$ cat src/rtl/cbf_pkg.sv
// package: item types, status codes and escape marks for the byte offset decoder
package cbf_pkg;

  // field widths
  localparam int COUNT_WIDTH      = 24;
  localparam int BYTE_COUNT_WIDTH = 28;
  localparam int VALUE_WIDTH      = 32;
  localparam int STATUS_WIDTH     = 3;

  // default depth of the result queue (power of two, at least 4)
  localparam int OUT_DEPTH_DEFAULT = 8;

  // result status codes
  localparam logic [STATUS_WIDTH-1:0] ST_VALUE    = 3'd0;
  localparam logic [STATUS_WIDTH-1:0] ST_END_OK   = 3'd1;
  localparam logic [STATUS_WIDTH-1:0] ST_EARLY    = 3'd2;
  localparam logic [STATUS_WIDTH-1:0] ST_OVERFLOW = 3'd3;
  localparam logic [STATUS_WIDTH-1:0] ST_TRAILING = 3'd4;

  // escape levels: delta width 8, 16, 32, 64 bits
  localparam logic [1:0] LVL_8  = 2'd0;
  localparam logic [1:0] LVL_16 = 2'd1;
  localparam logic [1:0] LVL_32 = 2'd2;
  localparam logic [1:0] LVL_64 = 2'd3;

  // escape marks of the narrower delta widths
  localparam logic [63:0] MARK_8  = 64'h0000_0000_0000_0080;
  localparam logic [63:0] MARK_16 = 64'h0000_0000_0000_8000;
  localparam logic [63:0] MARK_32 = 64'h0000_0000_8000_0000;

  // input item
  typedef struct packed {
    logic [7:0] data_byte;
    logic       carries_byte;
    logic       is_last;
  } in_item_t;

  // result item
  typedef struct packed {
    logic signed [VALUE_WIDTH-1:0] value;
    logic [STATUS_WIDTH-1:0]       status;
    logic                          final_flag;
    logic [BYTE_COUNT_WIDTH-1:0]   bytes_consumed;
  } out_item_t;

endpackage

$ cat src/rtl/cbf_byte_offset_decoder_core.sv
// top level: byte offset delta decoder with input register and result queue
//
// One compressed byte enters per item on in_valid/in_ready; the decoded
// cumulative values and the closing status leave on out_valid/out_ready.
// The element count is written on cfg_valid/cfg_ready (always ready); the user
// must write it only while the stream is idle; the block does not enforce it.
// An accepted item is held in an input register, decoded there against
// the stream state, and its zero, one or two results are written into a
// result queue of OUT_DEPTH entries, from which they are offered.
// One item is taken every cycle as long as the queue can still hold two
// results on top of those of the item in the input register, so the
// sustained rate is one item per cycle when the receiver takes a result
// every cycle; the wide escape delta add and range check sits in the
// decode of the input register.
// When the receiver stalls, results collect in the queue and in_ready
// drops once fewer than two free entries remain for a new item.
// Synchronous reset empties the queue and the input register, clears the
// stream state and sets the element count to zero. After a final result
// the stream state returns to its reset value; the element count is kept.
module cbf_byte_offset_decoder_core #(
  parameter int OUT_DEPTH = cbf_pkg::OUT_DEPTH_DEFAULT
) (
  input  logic                                 clk,
  input  logic                                 rst,
  input  logic                                 in_valid,
  output logic                                 in_ready,
  input  cbf_pkg::in_item_t                    in_item,
  output logic                                 out_valid,
  input  logic                                 out_ready,
  output cbf_pkg::out_item_t                   out_item,
  input  logic                                 cfg_valid,
  output logic                                 cfg_ready,
  input  logic [cbf_pkg::COUNT_WIDTH-1:0]      cfg_data
);

  localparam int AW  = $clog2(OUT_DEPTH);
  localparam int CW  = cbf_pkg::COUNT_WIDTH;
  localparam int BCW = cbf_pkg::BYTE_COUNT_WIDTH;

  // configuration register
  logic [CW-1:0] element_count;

  // input register
  logic              stage_valid;
  cbf_pkg::in_item_t stage_item;

  // stream state
  logic [1:0]          escape_level, escape_level_next;
  logic [2:0]          group_byte_index, group_byte_index_next;
  logic [63:0]         delta_assembly, delta_assembly_next;
  logic signed [31:0]  running_sum, running_sum_next;
  logic [CW-1:0]       elements_done, elements_done_next;
  logic [BCW-1:0]      byte_counter, byte_counter_next;
  logic                error_latched, error_latched_next;
  logic                trailing_seen, trailing_seen_next;

  // result queue
  cbf_pkg::out_item_t queue [OUT_DEPTH];
  logic [AW-1:0]      rd_ptr, wr_ptr;
  logic [AW:0]        fill;

  // decode signals
  logic                     take, produced, group_done, is_escape;
  logic [2:0]               group_last;
  logic [63:0]              asm_new, escape_mark;
  logic signed [64:0]       delta, sum_wide;
  logic                     overflow;
  logic [2:0]               status;
  logic [1:0]               push_count;
  cbf_pkg::out_item_t       res0, res1;
  logic                     pop;

  assign cfg_ready = 1'b1;

  // keep room for two results beyond those of the item in the input register
  assign in_ready  = ({1'b0, fill} + {{AW{1'b0}}, stage_valid, 1'b0})
                     <= (AW + 2)'(OUT_DEPTH - 2);
  assign out_valid = (fill != '0);
  assign out_item  = queue[rd_ptr];
  assign pop       = out_valid && out_ready;

  // per-level group length and escape mark
  always_comb begin
    unique case (escape_level)
      cbf_pkg::LVL_8: begin
        group_last  = 3'd0;
        escape_mark = cbf_pkg::MARK_8;
      end
      cbf_pkg::LVL_16: begin
        group_last  = 3'd1;
        escape_mark = cbf_pkg::MARK_16;
      end
      cbf_pkg::LVL_32: begin
        group_last  = 3'd3;
        escape_mark = cbf_pkg::MARK_32;
      end
      default: begin
        group_last  = 3'd7;
        escape_mark = '0;
      end
    endcase
  end

  // byte insertion and delta sign extension
  always_comb begin
    asm_new = delta_assembly
              | ({56'd0, stage_item.data_byte} << {group_byte_index, 3'b000});
    unique case (escape_level)
      cbf_pkg::LVL_8:  delta = {{57{asm_new[7]}}, asm_new[7:0]};
      cbf_pkg::LVL_16: delta = {{49{asm_new[15]}}, asm_new[15:0]};
      cbf_pkg::LVL_32: delta = {{33{asm_new[31]}}, asm_new[31:0]};
      default:         delta = {asm_new[63], asm_new};
    endcase
    sum_wide = {{33{running_sum[31]}}, running_sum} + delta;
    overflow = !((&sum_wide[64:31]) || !(|sum_wide[64:31]));
  end

  assign take       = stage_valid && stage_item.carries_byte && !error_latched
                      && (elements_done < element_count);
  assign group_done = (group_byte_index == group_last);
  assign is_escape  = (escape_level != cbf_pkg::LVL_64) && (asm_new == escape_mark);
  assign produced   = take && group_done && !is_escape && !overflow;

  // state update for the item in the input register
  always_comb begin
    escape_level_next     = escape_level;
    group_byte_index_next = group_byte_index;
    delta_assembly_next   = delta_assembly;
    running_sum_next      = running_sum;
    elements_done_next    = elements_done;
    byte_counter_next     = byte_counter;
    error_latched_next    = error_latched;
    trailing_seen_next    = trailing_seen;
    if (stage_valid && stage_item.carries_byte && !error_latched && !take) begin
      trailing_seen_next = 1'b1;
    end
    if (take) begin
      if (byte_counter != '1) begin
        byte_counter_next = byte_counter + 1'b1;
      end
      if (!group_done) begin
        group_byte_index_next = group_byte_index + 3'd1;
        delta_assembly_next   = asm_new;
      end else if (is_escape) begin
        escape_level_next     = escape_level + 2'd1;
        group_byte_index_next = '0;
        delta_assembly_next   = '0;
      end else begin
        escape_level_next     = cbf_pkg::LVL_8;
        group_byte_index_next = '0;
        delta_assembly_next   = '0;
        if (overflow) begin
          error_latched_next = 1'b1;
        end else begin
          running_sum_next   = sum_wide[31:0];
          elements_done_next = elements_done + 1'b1;
        end
      end
    end
  end

  // closing status, from the updated state
  always_comb begin
    if (error_latched_next) begin
      status = cbf_pkg::ST_OVERFLOW;
    end else if ((elements_done_next < element_count) || (escape_level_next != '0)
                 || (group_byte_index_next != '0)) begin
      status = cbf_pkg::ST_EARLY;
    end else if (trailing_seen_next) begin
      status = cbf_pkg::ST_TRAILING;
    end else begin
      status = cbf_pkg::ST_END_OK;
    end
  end

  // results of the item
  always_comb begin
    res0.value          = running_sum_next;
    res0.status         = cbf_pkg::ST_VALUE;
    res0.final_flag     = 1'b0;
    res0.bytes_consumed = '0;
    res1.value          = (status == cbf_pkg::ST_END_OK) ? running_sum_next : '0;
    res1.status         = status;
    res1.final_flag     = 1'b1;
    res1.bytes_consumed = byte_counter_next;
    push_count          = 2'd0;
    if (stage_valid) begin
      if (!stage_item.is_last) begin
        push_count = produced ? 2'd1 : 2'd0;
      end else if (produced && status == cbf_pkg::ST_END_OK) begin
        res0       = res1;
        push_count = 2'd1;
      end else if (produced) begin
        push_count = 2'd2;
      end else begin
        res0       = res1;
        push_count = 2'd1;
      end
    end
  end

  // control and stream state registers
  always_ff @(posedge clk) begin
    if (rst) begin
      element_count    <= '0;
      stage_valid      <= 1'b0;
      escape_level     <= cbf_pkg::LVL_8;
      group_byte_index <= '0;
      delta_assembly   <= '0;
      running_sum      <= '0;
      elements_done    <= '0;
      byte_counter     <= '0;
      error_latched    <= 1'b0;
      trailing_seen    <= 1'b0;
      rd_ptr           <= '0;
      wr_ptr           <= '0;
      fill             <= '0;
    end else begin
      if (cfg_valid) begin
        element_count <= cfg_data;
      end
      stage_valid <= in_valid && in_ready;
      if (stage_valid && stage_item.is_last) begin
        escape_level     <= cbf_pkg::LVL_8;
        group_byte_index <= '0;
        delta_assembly   <= '0;
        running_sum      <= '0;
        elements_done    <= '0;
        byte_counter     <= '0;
        error_latched    <= 1'b0;
        trailing_seen    <= 1'b0;
      end else begin
        escape_level     <= escape_level_next;
        group_byte_index <= group_byte_index_next;
        delta_assembly   <= delta_assembly_next;
        running_sum      <= running_sum_next;
        elements_done    <= elements_done_next;
        byte_counter     <= byte_counter_next;
        error_latched    <= error_latched_next;
        trailing_seen    <= trailing_seen_next;
      end
      if (pop) begin
        rd_ptr <= rd_ptr + 1'b1;
      end
      wr_ptr <= wr_ptr + AW'(push_count);
      fill   <= fill + (AW + 1)'(push_count) - (AW + 1)'(pop);
    end
  end

  // input register payload and result queue storage
  always_ff @(posedge clk) begin
    if (in_valid && in_ready) begin
      stage_item <= in_item;
    end
    if (push_count != 2'd0) begin
      queue[wr_ptr] <= res0;
    end
    if (push_count == 2'd2) begin
      queue[wr_ptr + 1'b1] <= res1;
    end
  end

endmodule
$ cat config.mk
export PLATFORM = sky130hd
export DESIGN_NAME = cbf_byte_offset_decoder_core
export DESIGN_NICKNAME = d
export VERILOG_FILES = /design/src/rtl/cbf_pkg.sv /design/src/rtl/cbf_byte_offset_decoder_core.sv
export SDC_FILE = /design/constraint.sdc
export NUM_CORES = 1
export LEC_CHECK = 0
export ABC_AREA = 1
export CAP_MARGIN = 40
export CORE_MARGIN = 2
export CORE_UTILIZATION = 55
export CTS_CLUSTER_DIAMETER = 80
export DETAILED_ROUTE_END_ITERATION = 7
export DONT_BUFFER_PORTS = 1
export PLACE_DENSITY = 0.79
export REMOVE_ABC_BUFFERS = 1
export SETUP_SLACK_MARGIN = 0.4
export SLEW_MARGIN = 20
export SYNTH_ARGS = -nofsm -noshare
export SYNTH_HDL_FRONTEND = slang
export SYNTH_SLANG_ARGS = --single-unit
$ cat constraint.sdc
create_clock -name clk -period 10 [get_ports clk]
set_clock_uncertainty 0.1 [all_clocks]
set_input_delay 0.5 -clock clk [delete_from_list [all_inputs] [get_ports clk]]
set_output_delay 0.5 -clock clk [all_outputs]
set_load 0.02 [all_outputs]
=== Yosys cells after proc, flatten, opt, wreduce, memory -nomap -nowiden ===
Memories as Yosys holds them, arrays and structs flattened. A register that Yosys moved wholly into a read port is not among the register bits.
Index checks and enable logic that the tools add are counted.

* Register bits: 200
* RAM bits: 512
* Bits of input ports: 39
* Output and inout port bits: 67
* Logic and storage cells: 111
* Memories: 1

* Add/sub/neg operators: 11
* $lt $le $gt $ge: 3
* Eq/ne operators: 8
* Shifts and indexed selects: 1
* Multiplexer cells: 43
* Bitwise gates (word level): 1
* Reductions and logical operators: 27

{| class="wikitable"
|+ Memory list
! memory !! words !! bits a word !! read ports !! clocked after Yosys merged registers in !! wr ports !! RTL line !! text
|-
| queue || 8 || 64 || 1 || 1 || 2 || cbf_byte_offset_decoder_core.sv:58 || <nowiki>cbf_pkg::out_item_t queue [OUT_DEPTH];</nowiki>
|}

{| class="wikitable"
|+ Operator list
! kind !! number
|-
| 64-bit 2-to-1 mux || 5
|-
| 65-bit one-hot mux with 3 select lines || 1
|-
| 32-bit 2-to-1 mux || 5
|-
| 24-bit 2-to-1 mux || 4
|-
| 32-bit one-hot mux with 3 select lines || 1
|-
| 65-bit adder || 1
|-
| 64-bit equality test || 1
|-
| 64-bit bitwise OR || 1
|-
| 8-bit by 6-bit left shift with 64-bit output || 1
|-
| 28-bit 2-to-1 mux || 2
|-
| 24-bit less-than comparator || 2
|-
| 34-bit AND reduction || 1
|-
| 34-bit OR reduction || 1
|-
| 28-bit by 1-bit adder with 28-bit output, second input constant || 1
|-
| 28-bit inequality test, second input constant || 1
|-
| 24-bit by 1-bit adder with 24-bit output, second input constant || 1
|-
| 3-bit 2-to-1 mux || 7
|-
| 2-bit 2-to-1 mux || 7
|-
| 1-bit logical AND || 12
|-
| 1-bit 2-to-1 mux || 10
|-
| 3-bit by 1-bit adder with 3-bit output, second input constant || 3
|-
| 3-bit one-hot mux with 3 select lines || 1
|-
| 4-bit by 2-bit adder with 5-bit output || 1
|-
| 5-bit by 3-bit <= comparator with 1-bit output, second input constant || 1
|-
| other kinds (16) || 23
|}

=== Longest topological paths before layout ===
* Word-level depth: 24
* Gate-level depth with buffers: 58
* Depth with buffers taken out: 57

=== Worst setup path after synthesis ===
OpenSTA, ideal clock, no wires.

* Path kind: reg-to-reg
* Start point: reg escape_level[0]
* End point: mem queue[3][25] in the netlist's numbering (data pin)
* Library setup time: 0.270 ns
* Arrival time: 7.731 ns
* Required time: 9.630 ns
* Setup slack: 1.898 ns
* Stages on the path, launching flop included: 46
* Buffers on the path: 3
* Period minus slack after synthesis: 8.102 ns
* Path through: dfxtp_1 > inv_1 > ha_1 > nor2_1 > o21ai_0 > nor3_1 > clkbuf_1 > a21oi_1 > ha_1 > nand2_1 > nor2_1 > inv_2 > nor3_2 > and3_1 > nand2_1 > nand2_1 > nand2_1 > nand2_1 > (+10 left out) > nand3_1 > nor3_1 > nand2_1 > xor2_1 > inv_1 > ha_1 > nand4_1 > or3_1 > nor4_1 > nand2_1 > nand2_2 > nand4_4 > nand4_1 > nand2_1 > nand2_1 > buf_6 > buf_4 > nor2_1

{| class="wikitable"
|+ RTL lines
! element !! RTL line !! text
|-
| start, declared || cbf_byte_offset_decoder_core.sv:48 || <nowiki>logic [1:0] escape_level, escape_level_next;</nowiki>
|-
| start signal, assigned || cbf_byte_offset_decoder_core.sv:207 || <nowiki>escape_level <= cbf_pkg::LVL_8;</nowiki>
|-
| start signal, assigned || cbf_byte_offset_decoder_core.sv:224 || <nowiki>escape_level <= cbf_pkg::LVL_8;</nowiki>
|-
| start signal, assigned || cbf_byte_offset_decoder_core.sv:233 || <nowiki>escape_level <= escape_level_next;</nowiki>
|-
| end, declared || cbf_byte_offset_decoder_core.sv:58 ||
|}

=== Worst setup path after layout ===
* Start point: reg group_byte_index[2]
* End point: reg fill[2]

* Cells in the longest elaborated chain, start to end: 23
* Elaborated cells on any way between the ends: 45
* Classes of those cells: add/sub (4); order compare (1); eq/ne (3); shift (1); mux (21); bitwise (1); reduce/logical (14)

{| class="wikitable"
|+ Ends and longest elaborated chain
! element !! RTL line !! text
|-
| start, declared || cbf_byte_offset_decoder_core.sv:49 || <nowiki>logic [2:0] group_byte_index, group_byte_index_next;</nowiki>
|-
| start signal, assigned || cbf_byte_offset_decoder_core.sv:234 || <nowiki>group_byte_index <= group_byte_index_next;</nowiki>
|-
| 8-bit by 6-bit left shift with 64-bit output || cbf_byte_offset_decoder_core.sv:107 || <nowiki>| ({56'd0, stage_item.data_byte} << {group_byte_index, 3'b000});</nowiki>
|-
| 64-bit bitwise OR || cbf_byte_offset_decoder_core.sv:107 ||
|-
| 65-bit one-hot mux with 3 select lines || cbf_byte_offset_decoder_core.sv:108 || <nowiki>unique case (escape_level)</nowiki>
|-
| 65-bit adder || cbf_byte_offset_decoder_core.sv:114 || <nowiki>sum_wide = {{33{running_sum[31]}}, running_sum} + delta;</nowiki>
|-
| 34-bit OR reduction || cbf_byte_offset_decoder_core.sv:115 || <nowiki>overflow = !((&sum_wide[64:31]) || !(|sum_wide[64:31]));</nowiki>
|-
| 1-bit zero test || cbf_byte_offset_decoder_core.sv:115 ||
|-
| 1-bit logical OR || cbf_byte_offset_decoder_core.sv:115 ||
|-
| 24-bit 2-to-1 mux || cbf_byte_offset_decoder_core.sv:152 || <nowiki>if (overflow) begin</nowiki>
|-
| (+3 left out) || - ||
|-
| net elements_done_next[21] || cbf_byte_offset_decoder_core.sv:52 || <nowiki>logic [CW-1:0] elements_done, elements_done_next;</nowiki>
|-
| (+4 left out) || - ||
|-
| 3-bit 2-to-1 mux * || cbf_byte_offset_decoder_core.sv:164 || <nowiki>if (error_latched_next) begin</nowiki>
|-
| 3-bit by 1-bit equality test with 1-bit output * || cbf_byte_offset_decoder_core.sv:190 || <nowiki>end else if (produced && status == cbf_pkg::ST_END_OK) begin</nowiki>
|-
| 1-bit logical AND * || cbf_byte_offset_decoder_core.sv:190 ||
|-
| 2-bit 2-to-1 mux * || cbf_byte_offset_decoder_core.sv:190 ||
|-
| 2-bit 2-to-1 mux * || cbf_byte_offset_decoder_core.sv:188 || <nowiki>if (!stage_item.is_last) begin</nowiki>
|-
| 2-bit 2-to-1 mux * || cbf_byte_offset_decoder_core.sv:187 || <nowiki>if (stage_valid) begin</nowiki>
|-
| 4-bit by 2-bit adder with 4-bit output * || cbf_byte_offset_decoder_core.sv:246 || <nowiki>fill <= fill + (AW + 1)'(push_count) - (AW + 1)'(pop);</nowiki>
|-
| 4-bit by 1-bit subtractor with 4-bit output * || cbf_byte_offset_decoder_core.sv:246 ||
|-
| end signal, assigned || cbf_byte_offset_decoder_core.sv:246 ||
|-
| end, declared || cbf_byte_offset_decoder_core.sv:60 || <nowiki>logic [AW:0] fill;</nowiki>
|}

The timed path passes the listed nets; every way through them passes the cells marked *.
A chain may end at the register's enable or synchronous reset.

==> impl_metrics.yaml <==
finish:
  layout-drive-gt1-share_pct: 6.468
  diodes: 0
  synthToLayoutAreaGrowth_pct: 10.67
  nets: 5747
  design_area_um2: 46670
worst_setup_path:
  worstSetupStartpointType: "flip-flop"
  arrival_ns: 9.44
  r2r_start: "group_byte_index[2]$_SDFF_PP0_"
  cpPeakStageDelay_ns: 0.42
  cp_common_cell: "nand2_1"
  crit_path_end_kind: "flip-flop"
  worstSetupPathType: "flip-flop to flip-flop"
  critPathSlowestCell: "dfxtp_1"
  required_ns: 10.43
  cp_max_fo: 29
  critPathLaunch: "group_byte_index[2]$_SDFF_PP0_"
clock_tree:
  htreeDepth: 3
  cts_root_buffer: "clkbuf_16"
  clockBufferDepth: 3
  cts_inserted_buffers: 77
  cts.sinks: 715
  tritoncts: "yes"
  clkLatencyLatePin_ns: 0.67
  path_clk_slew_ns: 0.06
timing:
  setup_viol: 0
  fin_crit_sh_pct: 90.07
  hold_violations: 0
  slew_viol_final: 0
  rsz0062_at_grt: "no"
  timing.fmax_mhz: 111.0
  worst_slew_pin_slew_ns: 0.9162
  fin_ws_ns: 0.9932
  period_needed_ns: 9.007
  relSlewSlack_pct: 38.63
logic_synthesis:
  synthTopCellsByArea: "edfxtp_1 (37%), nand2_1 (12%), nor2_1 (11%), dfxtp_1 (9.5%), inv_1 (5.2%)"
  synth-seq-area-share_pct: 46.15
  synth_top_area_share_pct: 36.60
  synth_largest_area_cell: "edfxtp_1"
  synth.avg_cell_area_um2: 7.478
  syn_area_um2: 42170
  ys_warn_count: 0
  synth_flop_cell: "edfxtp_1"
  yosysMostFrequentCell: "nand2_1"
  netlist_instances: 5639
  synthTopCellsByCount: "nand2_1 (1355), nor2_1 (1202), inv_1 (582)"
  synth_edf_count: 514
  synth_cell_types: 55
  synthArstFlopShare_pct: 0
  ys_ff_latch: 715
place:
  placed_area_um2: 43380
  place.gp.congestion: 1.013
  place_worst_setup_slack_ns: 0.5660
  dp_hpwl_um: 87040
  port_buffers: 0
floorplan:
  start_util_pct: 55.52
  coreArea_um2: 75950
  fp.dieArea_um2: 78900
  std_cell_rows: 101
  die_w_um: 280.9
  io_pins: 106
  die_h_um: 280.9
hold_path:
  min_path_type: "primary input to flip-flop"
  min_from: "rst"
pwr:
  swShare_pct: 33.41
  power_density_nw_per_um2: 175.3
  vdd_drop_max_mv: 0.1251
  p_int_uw: 5448
  pwr-share-comb_pct: 23.5
  power_frac_seq_pct: 40.0
  switching_power_uw: 2734
  clkPwrFrac_pct: 36.5
  power_leakage_uw: 0.01954
grt:
  grt_max_degree: 82
  antenna_found_initial: 2
  grt_use_total_pct: 33.21
  gr-total-overflow: 0
  grt_pass1_wl_um: 204000
  first_global_vias: 36450
routing:
  antenna_left: 0
  vias: 39000
  drtIter0Drc: 5138
  wl_per_cell_um: 19.96
  via_per_inst: 5.858
  wl_um: 132900
  drcViolationCount: 0
  firstDrtPassIters: 7
flow_run:
  drv_cap: 0
run_status:
  status: "completed"
registers in the layout, indices dropped and copies added (netlist names), named ones only:
signal / flops
queue: 512
delta_assembly: 64
running_sum: 32
byte_counter: 28
element_count: 24
elements_done: 24
stage_item: 10
fill: 4
group_byte_index: 3
rd_ptr: 3
wr_ptr: 3
escape_level: 2
error_latched: 1
stage_valid: 1
trailing_seen: 1
through the flow:
| stage | std cells | hold slack [ns] | total power, µW | utilization [%] | setup TNS (ns) |
|---|---|---|---|---|---|
| 2_1_floorplan | 5358 | 0.3219 | 4610 | - | -1129.90 |
| 3_3_place_gp | 6452 | 0.3406 | 5084 | 56.65 | 0 |
| 3_5_place_dp | 6470 | 0.3466 | 5164 | 57.12 | 0 |
| 4_1_cts | 6649 | 0.01215 | 8116 | 61.11 | 0 |
| 5_1_grt | 6658 | 0.03719 | 8467 | 61.44 | 0 |
| 6_report | 6658 | 0.01765 | 8182 | 61.44 | 0 |
layer usage:
layer	up-vias	wire length [µm]	track usage, %
li1	18400	-	-
met1	17800	52350	44.51
met2	2369	59780	52.84
met3	430	14670	6.019
met4	4	6073	14.44
met5	-	26	0
power by group through the flow:
| stage | clock [µW] | combinational, µW | sequential, µW |
|---|---|---|---|
| global route | 3100 | 2090 | 3280 |
| detailed placement | 0 | 1830 | 3330 |
| finish | 2980 | 1930 | 3270 |
| CTS | 2990 | 1860 | 3270 |
| global placement | 0 | 1750 | 3330 |
| floorplan | 0 | 1190 | 3420 |
cells in the final DEF (no fill, tap or decap), types with 65 or more instances in the layout:
cell type and n:
a21oi_1 161, a31oi_1 80, dfxtp_1 196, nand2_1 1346
inv_1 578, nand3_1 149, edfxtp_1 514, o22ai_1 65
ha_1 126, clkbuf_16 80, o21ai_0 339, nand4_1 243
nor2_1 1196
layout make-up:
cell class,instances,area (µm²)
flip-flops and latches,715,19470
well taps,1030,1289
clock inverters,38,470.5
clock buffers,104,2182
repair buffers,128,1439
multi-input cells,4032,19490
inverters,611,2320
fillers,6505,29280
worst paths after layout:
kind / endpoint / slack (ns) / cells past startpoint
worst max-delay path: fill[2]$_SDFF_PP0_ / 0.99 / 47
worst min-delay path: wr_ptr[1]$_SDFF_PP0_ / 0.02 / 2
worst max register to register: fill[2]$_SDFF_PP0_ / 0.99 / 47
worst min register to register: delta_assembly[43]$_SDFFE_PP0P_ / 0.36 / 2
critical path: cells and delay by family, from the launching register on:
kind / cells / cell delay (ns)
buf+inv: 6 / 0.87
fa+ha+maj: 5 / 1.48
simple gates: 29 / 4.68
xor+xnor: 3 / 0.63
compound gates: 4 / 0.70
flops: 1 / 0.42
what timing repair did:
action / 4_1_cts / 5_1_grt
hold buffers: 37 / 0
setup buffers: 0 / 5
hold endpoints to repair: 48 / 0
gates resized for setup: 0 / 45
setup endpoints to repair: 0 / 947
kinds of logic after synthesis:
| family | synth area share, % |
|---|---|
| other | 0.008893 |
| DFF | 46.15 |
| adders and majority gates | 4.297 |
| AOI/OAI and AO/OA | 9.653 |
| buffers and inverters | 8.196 |
| and+or+nand+nor | 30.14 |
| xor gates and xnor gates | 1.555 |
No activity file was read; power rests on OpenSTA's default activity.
